## src/design/htx_pkg.sv

```systemverilog
package htx_pkg;

    localparam int unsigned HEAD_LEN = 9;

    localparam logic [1:0] MODE_TEXT = 2'd0;
    localparam logic [1:0] MODE_TAG  = 2'd1;
    localparam logic [1:0] MODE_RAW  = 2'd2;

    localparam logic [7:0] CH_NL    = 8'h0A;
    localparam logic [7:0] CH_COMMA = 8'h2C;
    localparam logic [7:0] CH_GT    = 8'h3E;
    localparam logic [7:0] CH_AMP   = 8'h26;
    localparam logic [7:0] CH_SPACE = 8'h20;

    typedef logic [HEAD_LEN-1:0][7:0] t_head;
    typedef logic [8*HEAD_LEN-1:0]    t_pat;

    typedef struct packed {
        logic [7:0] data;
        logic       last;
    } t_res;

    typedef struct packed {
        logic [3:0] drop;
        logic [1:0] cnt;
        logic [7:0] b0;
        logic [7:0] b1;
        logic [1:0] mode;
        logic       rs;
        logic       brk;
        logic       pend;
    } t_dec;

    function automatic logic [7:0] fold(input logic [7:0] c);
        if (c >= 8'h41 && c <= 8'h5A) begin
            return c + 8'd32;
        end
        return c;
    endfunction

    // pattern is right-aligned in p, length = number of nonzero bytes
    function automatic logic hm(input t_head h, input t_pat p, input logic f);
        logic       ok;
        logic [7:0] c;
        int         len;
        ok  = 1'b1;
        len = 0;
        for (int i = 0; i < HEAD_LEN; i++) begin
            if (p[8*i +: 8] != 8'd0) len = len + 1;
        end
        for (int i = 0; i < HEAD_LEN; i++) begin
            if (i < len) begin
                c = f ? fold(h[i]) : h[i];
                if (c != p[8*(len-1-i) +: 8]) ok = 1'b0;
            end
        end
        return ok;
    endfunction

    function automatic logic is_tag(input t_head h);
        logic r;
        r = hm(h, "&lt;", 1'b1)
          | hm(h, "<u", 1'b1)     | hm(h, "<s", 1'b1)     | hm(h, "<b", 1'b1)
          | hm(h, "<h", 1'b1)     | hm(h, "<a", 1'b1)     | hm(h, "<p", 1'b1)
          | hm(h, "<!", 1'b1)     | hm(h, "<i", 1'b1)     | hm(h, "<d", 1'b1)
          | hm(h, "<pre", 1'b1)   | hm(h, "<mar", 1'b1)   | hm(h, "<frame", 1'b1)
          | hm(h, "<no", 1'b1)    | hm(h, "<map", 1'b1)   | hm(h, "<th", 1'b1)
          | hm(h, "<text", 1'b1)  | hm(h, "<lay", 1'b1)   | hm(h, "<li", 1'b1)
          | hm(h, "<opti", 1'b1)  | hm(h, "<tbody", 1'b1) | hm(h, "<objec", 1'b1)
          | hm(h, "<embed", 1'b1) | hm(h, "<meta", 1'b1)  | hm(h, "<titl", 1'b1)
          | hm(h, "<font", 1'b1)  | hm(h, "<tabl", 1'b1)  | hm(h, "<cent", 1'b1)
          | hm(h, "<form", 1'b1)  | hm(h, "<tr", 1'b1)    | hm(h, "<td", 1'b1)
          | hm(h, "<em", 1'b1)    | hm(h, "<labe", 1'b1)
          | hm(h, "</u", 1'b1)    | hm(h, "</s", 1'b1)    | hm(h, "</b", 1'b1)
          | hm(h, "</a", 1'b1)    | hm(h, "</p", 1'b1)    | hm(h, "</i", 1'b1)
          | hm(h, "</d", 1'b1)    | hm(h, "</h", 1'b1)    | hm(h, "</no", 1'b1)
          | hm(h, "</pre", 1'b1)  | hm(h, "</mar", 1'b1)  | hm(h, "</map", 1'b1)
          | hm(h, "</lay", 1'b1)  | hm(h, "</li", 1'b1)   | hm(h, "</th", 1'b1)
          | hm(h, "</tex", 1'b1)  | hm(h, "</opt", 1'b1)  | hm(h, "</tbod", 1'b1)
          | hm(h, "</obje", 1'b1) | hm(h, "</embe", 1'b1) | hm(h, "</meta", 1'b1)
          | hm(h, "</titl", 1'b1) | hm(h, "</font", 1'b1) | hm(h, "</tabl", 1'b1)
          | hm(h, "</cent", 1'b1) | hm(h, "</form", 1'b1) | hm(h, "</tr", 1'b1)
          | hm(h, "</td", 1'b1)   | hm(h, "</em", 1'b1)   | hm(h, "</labe", 1'b1);
        return r;
    endfunction

endpackage

```

## src/design/htx_if.sv

```systemverilog
interface htx_in_if;
    logic       valid;
    logic       ready;
    logic [7:0] in_byte;
    logic       in_last;

    modport source (output valid, output in_byte, output in_last, input ready);
    modport sink   (input valid, input in_byte, input in_last, output ready);
endinterface

interface htx_out_if;
    logic       valid;
    logic       ready;
    logic [7:0] text_byte;
    logic       text_last;

    modport source (output valid, output text_byte, output text_last, input ready);
    modport sink   (input valid, input text_byte, input text_last, output ready);
endinterface

```

## src/design/htx_decide.sv

```systemverilog
module htx_decide
    import htx_pkg::*;
(
    input  t_head      i_head,
    input  logic [1:0] i_mode,
    input  logic       i_rs,
    input  logic       i_brk,
    input  logic       i_pend,
    input  logic       i_end,
    output t_dec       o_dec
);

    logic [7:0] c;
    t_dec       d;

    assign c = i_head[0];

    always_comb begin
        d      = '0;
        d.drop = 4'd1;
        d.mode = i_mode;
        d.rs   = i_rs;
        d.brk  = i_brk;
        d.pend = i_pend;
        if (i_end) begin
            d.drop = 4'd0;
            if (i_mode == MODE_TAG) begin
                if (i_pend && !i_brk) begin
                    d.b0 = CH_NL; d.cnt = 2'd1; d.pend = 1'b0;
                end
            end else if (i_mode == MODE_RAW) begin
                if (i_pend) begin
                    d.b0 = CH_COMMA; d.b1 = CH_NL; d.cnt = 2'd2; d.pend = 1'b0;
                end
            end
            d.mode = MODE_TEXT;
            d.rs   = 1'b0;
            d.brk  = 1'b0;
        end else begin
            case (i_mode)
                MODE_TAG: begin
                    if (c == CH_GT || (c == CH_AMP && hm(i_head, "&gt;", 1'b0))) begin
                        if (c != CH_GT) d.drop = 4'd4;
                        if (i_pend && !i_brk) begin
                            d.b0 = CH_NL; d.cnt = 2'd1; d.pend = 1'b0;
                        end
                        d.mode = MODE_TEXT;
                        d.brk  = 1'b0;
                    end
                end
                MODE_RAW: begin
                    if ((i_rs && hm(i_head, "</script>", 1'b1))
                        || (!i_rs && hm(i_head, "</style>", 1'b1))) begin
                        d.drop = i_rs ? 4'd9 : 4'd8;
                        if (i_pend) begin
                            d.b0 = CH_COMMA; d.b1 = CH_NL; d.cnt = 2'd2; d.pend = 1'b0;
                        end
                        d.mode = MODE_TEXT;
                        d.rs   = 1'b0;
                    end
                end
                default: begin
                    d.mode = MODE_TEXT;
                    if (c <= CH_SPACE) begin
                        d.drop = 4'd1;
                    end else if (hm(i_head, "&nbsp;", 1'b1)) begin
                        d.drop = 4'd6;
                    end else if (hm(i_head, "&nbsp", 1'b1)) begin
                        d.drop = 4'd5;
                    end else if (hm(i_head, "&gt;", 1'b1)) begin
                        d.drop = 4'd4;
                    end else if (hm(i_head, "<styl", 1'b1)) begin
                        d.mode = MODE_RAW; d.rs = 1'b0; d.drop = 4'd5;
                    end else if (hm(i_head, "<scri", 1'b1)) begin
                        d.mode = MODE_RAW; d.rs = 1'b1; d.drop = 4'd5;
                    end else if (is_tag(i_head)) begin
                        d.mode = MODE_TAG;
                        d.brk  = hm(i_head, "<br", 1'b1) | hm(i_head, "</br", 1'b1);
                    end else begin
                        d.b0 = c; d.cnt = 2'd1; d.pend = 1'b1;
                    end
                end
            endcase
        end
    end

    assign o_dec = d;

endmodule

```

## src/design/htx_outq.sv

```systemverilog
module htx_outq
    import htx_pkg::*;
(
    input  logic       i_clk,
    input  logic       i_rst_n,
    input  logic [1:0] i_wr_cnt,
    input  t_res       i_wd0,
    input  t_res       i_wd1,
    output logic       o_room,
    output logic [2:0] o_count,
    htx_out_if.source  o_out
);

    t_res       r_mem [4];
    logic [1:0] r_wp, r_rp;
    logic [2:0] r_cnt;
    logic       pop;

    assign pop             = o_out.valid && o_out.ready;
    assign o_out.valid     = (r_cnt != 3'd0);
    assign o_out.text_byte = r_mem[r_rp].data;
    assign o_out.text_last = r_mem[r_rp].last;
    assign o_room          = (r_cnt <= 3'd2);
    assign o_count         = r_cnt;

    always_ff @(posedge i_clk) begin
        if (i_wr_cnt != 2'd0) r_mem[r_wp] <= i_wd0;
        if (i_wr_cnt == 2'd2) r_mem[r_wp + 2'd1] <= i_wd1;
    end

    always_ff @(posedge i_clk) begin
        if (!i_rst_n) begin
            r_wp  <= '0;
            r_rp  <= '0;
            r_cnt <= '0;
        end else begin
            r_wp  <= r_wp + i_wr_cnt;
            r_rp  <= r_rp + {1'b0, pop};
            r_cnt <= r_cnt + {1'b0, i_wr_cnt} - {2'b0, pop};
        end
    end

endmodule

```

## src/design/html_text_extractor.sv

```systemverilog
// HTML text extractor. Raw document bytes enter a lookahead window that is
// matched in one cycle against all entity, tag and style/script patterns; the
// head byte is then emitted, dropped, or opens/closes a tag or raw block, with
// newline or ",\n" separators. Sustained rate is one byte per cycle while
// the result queue has room: one window decision is made while the next
// byte is taken in. After in_last the remaining window is drained at one
// decision per cycle while the queue has room, then an end step and a final
// step close the document, taking no byte. Results leave through a four-entry
// queue; text_last marks a document's last result if its last byte made any.
module html_text_extractor
    import htx_pkg::*;
#(
    parameter int unsigned LOOKAHEAD = 9
) (
    input  logic      i_clk,
    input  logic      i_rst_n,
    htx_in_if.sink    i_in,
    htx_out_if.source o_out
);

    localparam int unsigned FW = $clog2(LOOKAHEAD + 1);

    logic [7:0]    r_win [LOOKAHEAD];
    logic [7:0]    n_win [LOOKAHEAD];
    logic [FW-1:0] r_fill, n_fill;
    logic [1:0]    r_mode;
    logic          r_rs, r_brk, r_pend;
    logic          r_flush, r_ended;
    logic          r_hv;
    t_res          r_hold;

    t_head         head;
    t_dec          d;
    logic          q_room;
    logic [2:0]    q_count;
    logic          dec_en, end_en, fin_en, step, acc;
    logic [FW-1:0] dn;
    logic [1:0]    ecnt;
    logic [1:0]    wr_cnt;
    t_res          wd0, wd1, e0, e1;

    always_comb begin
        for (int i = 0; i < HEAD_LEN; i++) begin
            head[i] = r_win[i];
        end
    end

    htx_decide u_dec (
        .i_head (head),
        .i_mode (r_mode),
        .i_rs   (r_rs),
        .i_brk  (r_brk),
        .i_pend (r_pend),
        .i_end  (end_en),
        .o_dec  (d)
    );

    assign dec_en = q_room && !r_ended
                    && (r_fill == FW'(LOOKAHEAD) || (r_flush && r_fill != '0));
    assign end_en = q_room && r_flush && !r_ended && r_fill == '0;
    assign fin_en = q_room && r_ended;
    assign step   = dec_en || end_en;
    assign i_in.ready = !r_flush && (r_fill < FW'(LOOKAHEAD) || dec_en);
    assign acc    = i_in.valid && i_in.ready;
    assign dn     = dec_en ? FW'(d.drop) : '0;
    assign ecnt   = step ? d.cnt : 2'd0;
    assign e0     = '{data: d.b0, last: 1'b0};
    assign e1     = '{data: d.b1, last: 1'b0};

    always_comb begin
        n_fill = r_fill - dn + FW'(acc);
        for (int i = 0; i < LOOKAHEAD; i++) begin
            if (i + int'(dn) < LOOKAHEAD) n_win[i] = r_win[i + int'(dn)];
            else n_win[i] = 8'd0;
            if (acc && i == int'(r_fill - dn)) n_win[i] = i_in.in_byte;
        end
    end

    // during the flush the newest result is held back to carry text_last
    always_comb begin
        wr_cnt = 2'd0;
        wd0    = e0;
        wd1    = e1;
        if (fin_en) begin
            wr_cnt = {1'b0, r_hv};
            wd0    = '{data: r_hold.data, last: 1'b1};
        end else if (!r_flush) begin
            wr_cnt = ecnt;
        end else if (ecnt == 2'd1) begin
            wr_cnt = {1'b0, r_hv};
            wd0    = r_hold;
        end else if (ecnt == 2'd2) begin
            if (r_hv) begin
                wr_cnt = 2'd2;
                wd0    = r_hold;
                wd1    = e0;
            end else begin
                wr_cnt = 2'd1;
            end
        end
    end

    htx_outq u_q (
        .i_clk    (i_clk),
        .i_rst_n  (i_rst_n),
        .i_wr_cnt (wr_cnt),
        .i_wd0    (wd0),
        .i_wd1    (wd1),
        .o_room   (q_room),
        .o_count  (q_count),
        .o_out    (o_out)
    );

    always_ff @(posedge i_clk) begin
        if (r_flush && ecnt == 2'd1) r_hold <= e0;
        else if (r_flush && ecnt == 2'd2) r_hold <= e1;
    end

    always_ff @(posedge i_clk) begin
        if (!i_rst_n) begin
            for (int i = 0; i < LOOKAHEAD; i++) r_win[i] <= 8'd0;
            r_fill  <= '0;
            r_mode  <= MODE_TEXT;
            r_rs    <= 1'b0;
            r_brk   <= 1'b0;
            r_pend  <= 1'b0;
            r_flush <= 1'b0;
            r_ended <= 1'b0;
            r_hv    <= 1'b0;
        end else begin
            r_win  <= n_win;
            r_fill <= n_fill;
            if (step) begin
                r_mode <= d.mode;
                r_rs   <= d.rs;
                r_brk  <= d.brk;
                r_pend <= d.pend;
            end
            if (acc && i_in.in_last) r_flush <= 1'b1;
            if (end_en) r_ended <= 1'b1;
            if (r_flush && ecnt != 2'd0) r_hv <= 1'b1;
            if (fin_en) begin
                r_mode  <= MODE_TEXT;
                r_rs    <= 1'b0;
                r_brk   <= 1'b0;
                r_pend  <= 1'b0;
                r_flush <= 1'b0;
                r_ended <= 1'b0;
                r_hv    <= 1'b0;
            end
        end
    end

`ifndef SYNTHESIS
    a_fill_range: assert property (@(posedge i_clk) disable iff (!i_rst_n)
        r_fill <= FW'(LOOKAHEAD))
        else $error("window fill out of range");
    a_no_acc_flush: assert property (@(posedge i_clk) disable iff (!i_rst_n)
        r_flush |-> !acc)
        else $error("request taken during flush");
    a_hold_in_flush: assert property (@(posedge i_clk) disable iff (!i_rst_n)
        r_hv |-> r_flush)
        else $error("held result outside flush");
    a_q_bound: assert property (@(posedge i_clk) disable iff (!i_rst_n)
        q_count <= 3'd4)
        else $error("result queue overflow");
`endif

endmodule

```

## src/flat_wrapper.sv

```systemverilog
// flat-port wrapper written by rule: the top's interface ports become plain ports
module html_text_extractor_flat import htx_pkg::*;
#(
    parameter int unsigned LOOKAHEAD = 9
)
  (i_clk, i_rst_n, i_in_valid, i_in_in_byte, i_in_in_last, i_in_ready, o_out_valid, o_out_text_byte, o_out_text_last, o_out_ready);
  htx_in_if i_in_i ();
  htx_out_if o_out_i ();
  input  logic i_clk;
  input  logic i_rst_n;
  input wire logic [$bits(i_in_i.valid)-1:0] i_in_valid;
  input wire logic [$bits(i_in_i.in_byte)-1:0] i_in_in_byte;
  input wire logic [$bits(i_in_i.in_last)-1:0] i_in_in_last;
  output wire logic [$bits(i_in_i.ready)-1:0] i_in_ready;
  output wire logic [$bits(o_out_i.valid)-1:0] o_out_valid;
  output wire logic [$bits(o_out_i.text_byte)-1:0] o_out_text_byte;
  output wire logic [$bits(o_out_i.text_last)-1:0] o_out_text_last;
  input wire logic [$bits(o_out_i.ready)-1:0] o_out_ready;
  assign i_in_i.valid = i_in_valid;
  assign i_in_i.in_byte = i_in_in_byte;
  assign i_in_i.in_last = i_in_in_last;
  assign i_in_ready = i_in_i.ready;
  assign o_out_valid = o_out_i.valid;
  assign o_out_text_byte = o_out_i.text_byte;
  assign o_out_text_last = o_out_i.text_last;
  assign o_out_i.ready = o_out_ready;
  html_text_extractor #(.LOOKAHEAD(LOOKAHEAD)) u_core (.i_clk(i_clk), .i_rst_n(i_rst_n), .i_in(i_in_i), .o_out(o_out_i));
endmodule
```

## config.mk

```make
export PLATFORM = sky130hd
export DESIGN_NAME = html_text_extractor_flat
export DESIGN_NICKNAME = d
export VERILOG_FILES = /design/src/design/htx_pkg.sv /design/src/design/htx_if.sv /design/src/design/htx_decide.sv /design/src/design/htx_outq.sv /design/src/design/html_text_extractor.sv /design/src/flat_wrapper.sv
export SDC_FILE = /design/constraint.sdc
export NUM_CORES = 1
export LEC_CHECK = 0
export BUFFER_PORTS_ARGS = -buffer_cell sky130_fd_sc_hd__buf_2
export CAP_MARGIN = 20
export CELL_PAD_IN_SITES_DETAIL_PLACEMENT = 0
export CELL_PAD_IN_SITES_GLOBAL_PLACEMENT = 1
export CORE_ASPECT_RATIO = 0.5
export CORE_UTILIZATION = 45
export CTS_BUF_LIST = sky130_fd_sc_hd__clkbuf_4
export CTS_CLUSTER_SIZE = 25
export DETAILED_ROUTE_END_ITERATION = 12
export HOLD_SLACK_MARGIN = 0.08
export PLACE_DENSITY_LB_ADDON = 0.1
export SYNTH_ARGS = -nofsm -noshare
export SYNTH_HDL_FRONTEND = slang
export SYNTH_SLANG_ARGS = --single-unit
```

## constraint.sdc

```tcl
create_clock -name i_clk -period 4.95 [get_ports i_clk]
set_input_delay 0.2475 -clock i_clk [delete_from_list [all_inputs] [get_ports i_clk]]
set_output_delay 0.2475 -clock i_clk [all_outputs]
set_load 0.03 [all_outputs]
```

==> flow_metrics.env <==
export IMPL_syn_area_mm2=0.0118
export IMPL_final_cell_area_mm2=0.0134
export IMPL_final_max_slew_viol_count=0
export IMPL_cts_root_buf="clkbuf_4"
export IMPL_path_max_fanout=8
export IMPL_yosys_warnings=0
export IMPL_top_usage_layer="met2"
export IMPL_drive_gt1_frac=0.176
export IMPL_rsz0062_at_grt="false"
export IMPL_ant_nets=0
export IMPL_min_period_over_period=0.960
export IMPL_fin_skew_ps=39.7
export IMPL_clock_sinks=135
export IMPL_grtUsageTotal=0.383
export IMPL_critPathRequiredTime_ps=5510
export IMPL_ys_types=95
export IMPL_path_clk_slew_ps=150
export IMPL_max_slew_worst_pin_slew_ps=1020
export IMPL_synth_common_cells="nor2_1 (143), nand2_1 (121), mux2i_1 (102), dfxtp_1 (95), a21oi_1 (93)"
export IMPL_die_w_um=231
export IMPL_clk_latency_ps=640
export IMPL_globalRouteMet1Util=0.519
export IMPL_ir_worst_vdd_v=0.000227
export IMPL_initial_core_util=0.464
export IMPL_grt_max_degree=55
export IMPL_fp_dieH_um=117
export IMPL_use_met3=0.113
export IMPL_fmax_mhz=210
export IMPL_clockBufferDepth=2
export IMPL_antenna_found_initial=2
export IMPL_hold_ws_ps=114
export IMPL_use_met2=0.565
export IMPL_pre_cts_ws_ps=33.0
export IMPL_grt_pass1_vias=12085
export IMPL_num_rows=41
export IMPL_cpMaxStageDelayCell="nor2b_1"
export IMPL_port_buffers=23
export IMPL_avgViaCountPerCell=6.74
export IMPL_synth_top_cell_by_area="dfxtp_1"
export IMPL_hpwl_mm=39.6
export IMPL_crit_chain="ha_1, nor2b_1, buf_4, o21ai_1, nor4_1, a21oi_1, nor2_1, o311ai_4, inv_4, fa_1, o21ai_0, xnor2_1, nand2_1, o21ai_1, buf_4, and3b_1, a21oi_1, nor2_1, nand2_1, o22ai_1"
export IMPL_grt_ovfl_total=0
export IMPL_synth_top_area_share=0.161
export IMPL_critPathArrivalTime_ps=5310
export IMPL_drt_iter0_markers=1960
export IMPL_ys_seq_area_frac=0.262
export IMPL_slew_headroom=0.309
export IMPL_critPathMaxStageDelay_ps=480
export IMPL_num_vias=13048
export IMPL_postSynthCellCount=1494
export IMPL_grt_pass1_wl_mm=76.1
export IMPL_p_per_area_mw_per_mm2=341
export IMPL_syn_nets=1548
export IMPL_wl_per_cell_um=26.5
export IMPL_io_pins=24
export IMPL_max_cap_violations=0
export IMPL_setup_tns_ps=0
export IMPL_finalHoldViolCount=0
export IMPL_netlist_top_cells_area="dfxtp_1 (16%), edfxtp_1 (10%), mux2i_1 (8.6%), nor2_1 (4.5%), a21oi_1 (3.9%)"
export IMPL_p_leak_nw=4.86
export IMPL_synth_ff_type="dfxtp_1"
export IMPL_syn_avg_cell_area_um2=7.92
export IMPL_critPathTopFamily="simple AND/OR/NAND/NOR gates"
export IMPL_n_fill_cell=2487
export IMPL_drc_errors=0
export IMPL_synthArstFlopShare=0
export IMPL_cts_max_level=4
export IMPL_core_area_mm2=0.0255
export IMPL_status="complete, no violations"
export IMPL_cts_tree="done"
export IMPL_die_area_mm2=0.0270
export IMPL_cts_buffers=17
export IMPL_synth_most_common_cell="nor2_1"
export IMPL_setup_viol=0
export IMPL_fin_nets=1630
export IMPL_cp_end_kind="register"
export IMPL_critPathKind="reg -> reg"
export IMPL_period_needed_ps=4750
export IMPL_setup_slack_ps=198
export IMPL_cp_start_kind="register"
export IMPL_area_growth_pct=13.2
export IMPL_crit_buf_inv=3
export IMPL_dpl_cell_area_mm2=0.0130
export IMPL_min_path_type="in -> reg"
export IMPL_drtPass1Iterations=7
export IMPL_ys_ff_latch=135
export IMPL_gp_congestion=1.05
export IMPL_synth_edf_count=40
export IMPL_drt_wl_total_mm=51.3
[flip-flops by register name, indices dropped and copies added (netlist names), 2 cells and up]
name and flops:
u_core.u_q.r_rp 2, u_core.u_q.r_wp 2, u_core.r_fill 4, u_core.head 72
u_core.u_q.o_count 3, u_core.u_q.r_mem 36, u_core.r_hold 8, u_core.r_mode 2
[routing by layer]
layer,vias up,wire [um]
li1,5785,-
met1,6204,21800
met2,893,21100
met3,166,6440
met4,0,2060
met5,-,0
[cell type report]
| type | count | area [um2] | area share |
|---|---|---|---|
| Tap cell | 344 | 430 | 0.0321 |
| Inverter | 50 | 193 | 0.0144 |
| Clock inverter | 13 | 106 | 0.00794 |
| Multi-Input combinational cell | 1201 | 8130 | 0.607 |
| Timing Repair Buffer | 171 | 1290 | 0.0960 |
| Clock buffer | 17 | 128 | 0.00952 |
| Sequential cell | 135 | 3110 | 0.232 |
| Antenna cell | 5 | 12.5 | 0.000934 |
[worst min-delay path: cells and delay by family]
family	cells	cell delay, ps
fa+ha+maj	1	130
simple gates	2	260
buf+inv	1	70
[per-stage QoR]
step	instances	total power, mW	utilization
final	1936	4.57	0.526
after global routing	1933	4.80	0.525
after CTS	1927	4.48	0.521
after detailed placement	1888	3.77	0.508
after global placement	1888	3.74	0.508
after floorplan	1494	2.97	-
[worst paths after layout]
kind	startpoint	endpoint	slack, ps	cells after the start
setup reg to reg	u_core.head[37]	u_core.head[43]	200	20
hold / removal	o_out_ready	u_core.u_q.r_rp[0]	110	4
setup / recovery	u_core.head[37]	u_core.head[43]	200	20
hold reg to reg	u_core.u_q.r_mem[1][0]	u_core.u_q.r_mem[1][0]	490	2
[cells in the final DEF, fill, tap and decap left out, types with 18 or more instances in the layout]
master,netlist,layout
o21ai_1,21,23
nor2b_1,31,28
a21oi_1,93,93
ha_1,36,36
nor4_1,36,34
buf_4,9,136
buf_2,21,23
nand3_1,74,74
inv_1,46,46
mux2i_1,102,102
nor2_1,143,142
nand4_1,28,28
o22ai_1,19,18
nor3_1,56,54
and2_1,20,19
dfxtp_1,95,88
edfxtp_1,40,40
nand2b_1,28,28
o21ai_0,62,60
a22oi_1,57,57
o211ai_1,22,22
nand2_1,121,121
[logic make-up (layout without fill, tap and decap cells)]
group / Yosys count / count (layout) / share of synthesized area
other: 0 / 5 / 0
XOR/XNOR: 19 / 19 / 0.0188
buffers and inverters: 158 / 251 / 0.0576
adder cells (fa/ha/maj): 41 / 41 / 0.0465
flip-flops: 135 / 135 / 0.262
AO/OA/AOI/OAI: 383 / 383 / 0.218
multiplexers: 114 / 114 / 0.106
AND/OR/NAND/NOR: 644 / 644 / 0.291
[power by group]
group,switching (mW),total (mW),internal [mW],leakage (nW)
combinational,1.48,2.37,0.897,3.59
clock,0.460,0.701,0.240,0.130
sequential,0.222,1.49,1.27,1.14
[timing repair]
| item | 4_1_cts | 5_1_grt |
|---|---|---|
| hold endpoints to repair | 44 | 0 |
| setup endpoints to repair | 1 | 64 |
| hold buffers | 9 | 0 |
| buffers inserted | 0 | 4 |
| pin swaps | 0 | 5 |
| gates resized for setup | 1 | 25 |
Note: power is estimated with default switching activity, not from simulation.
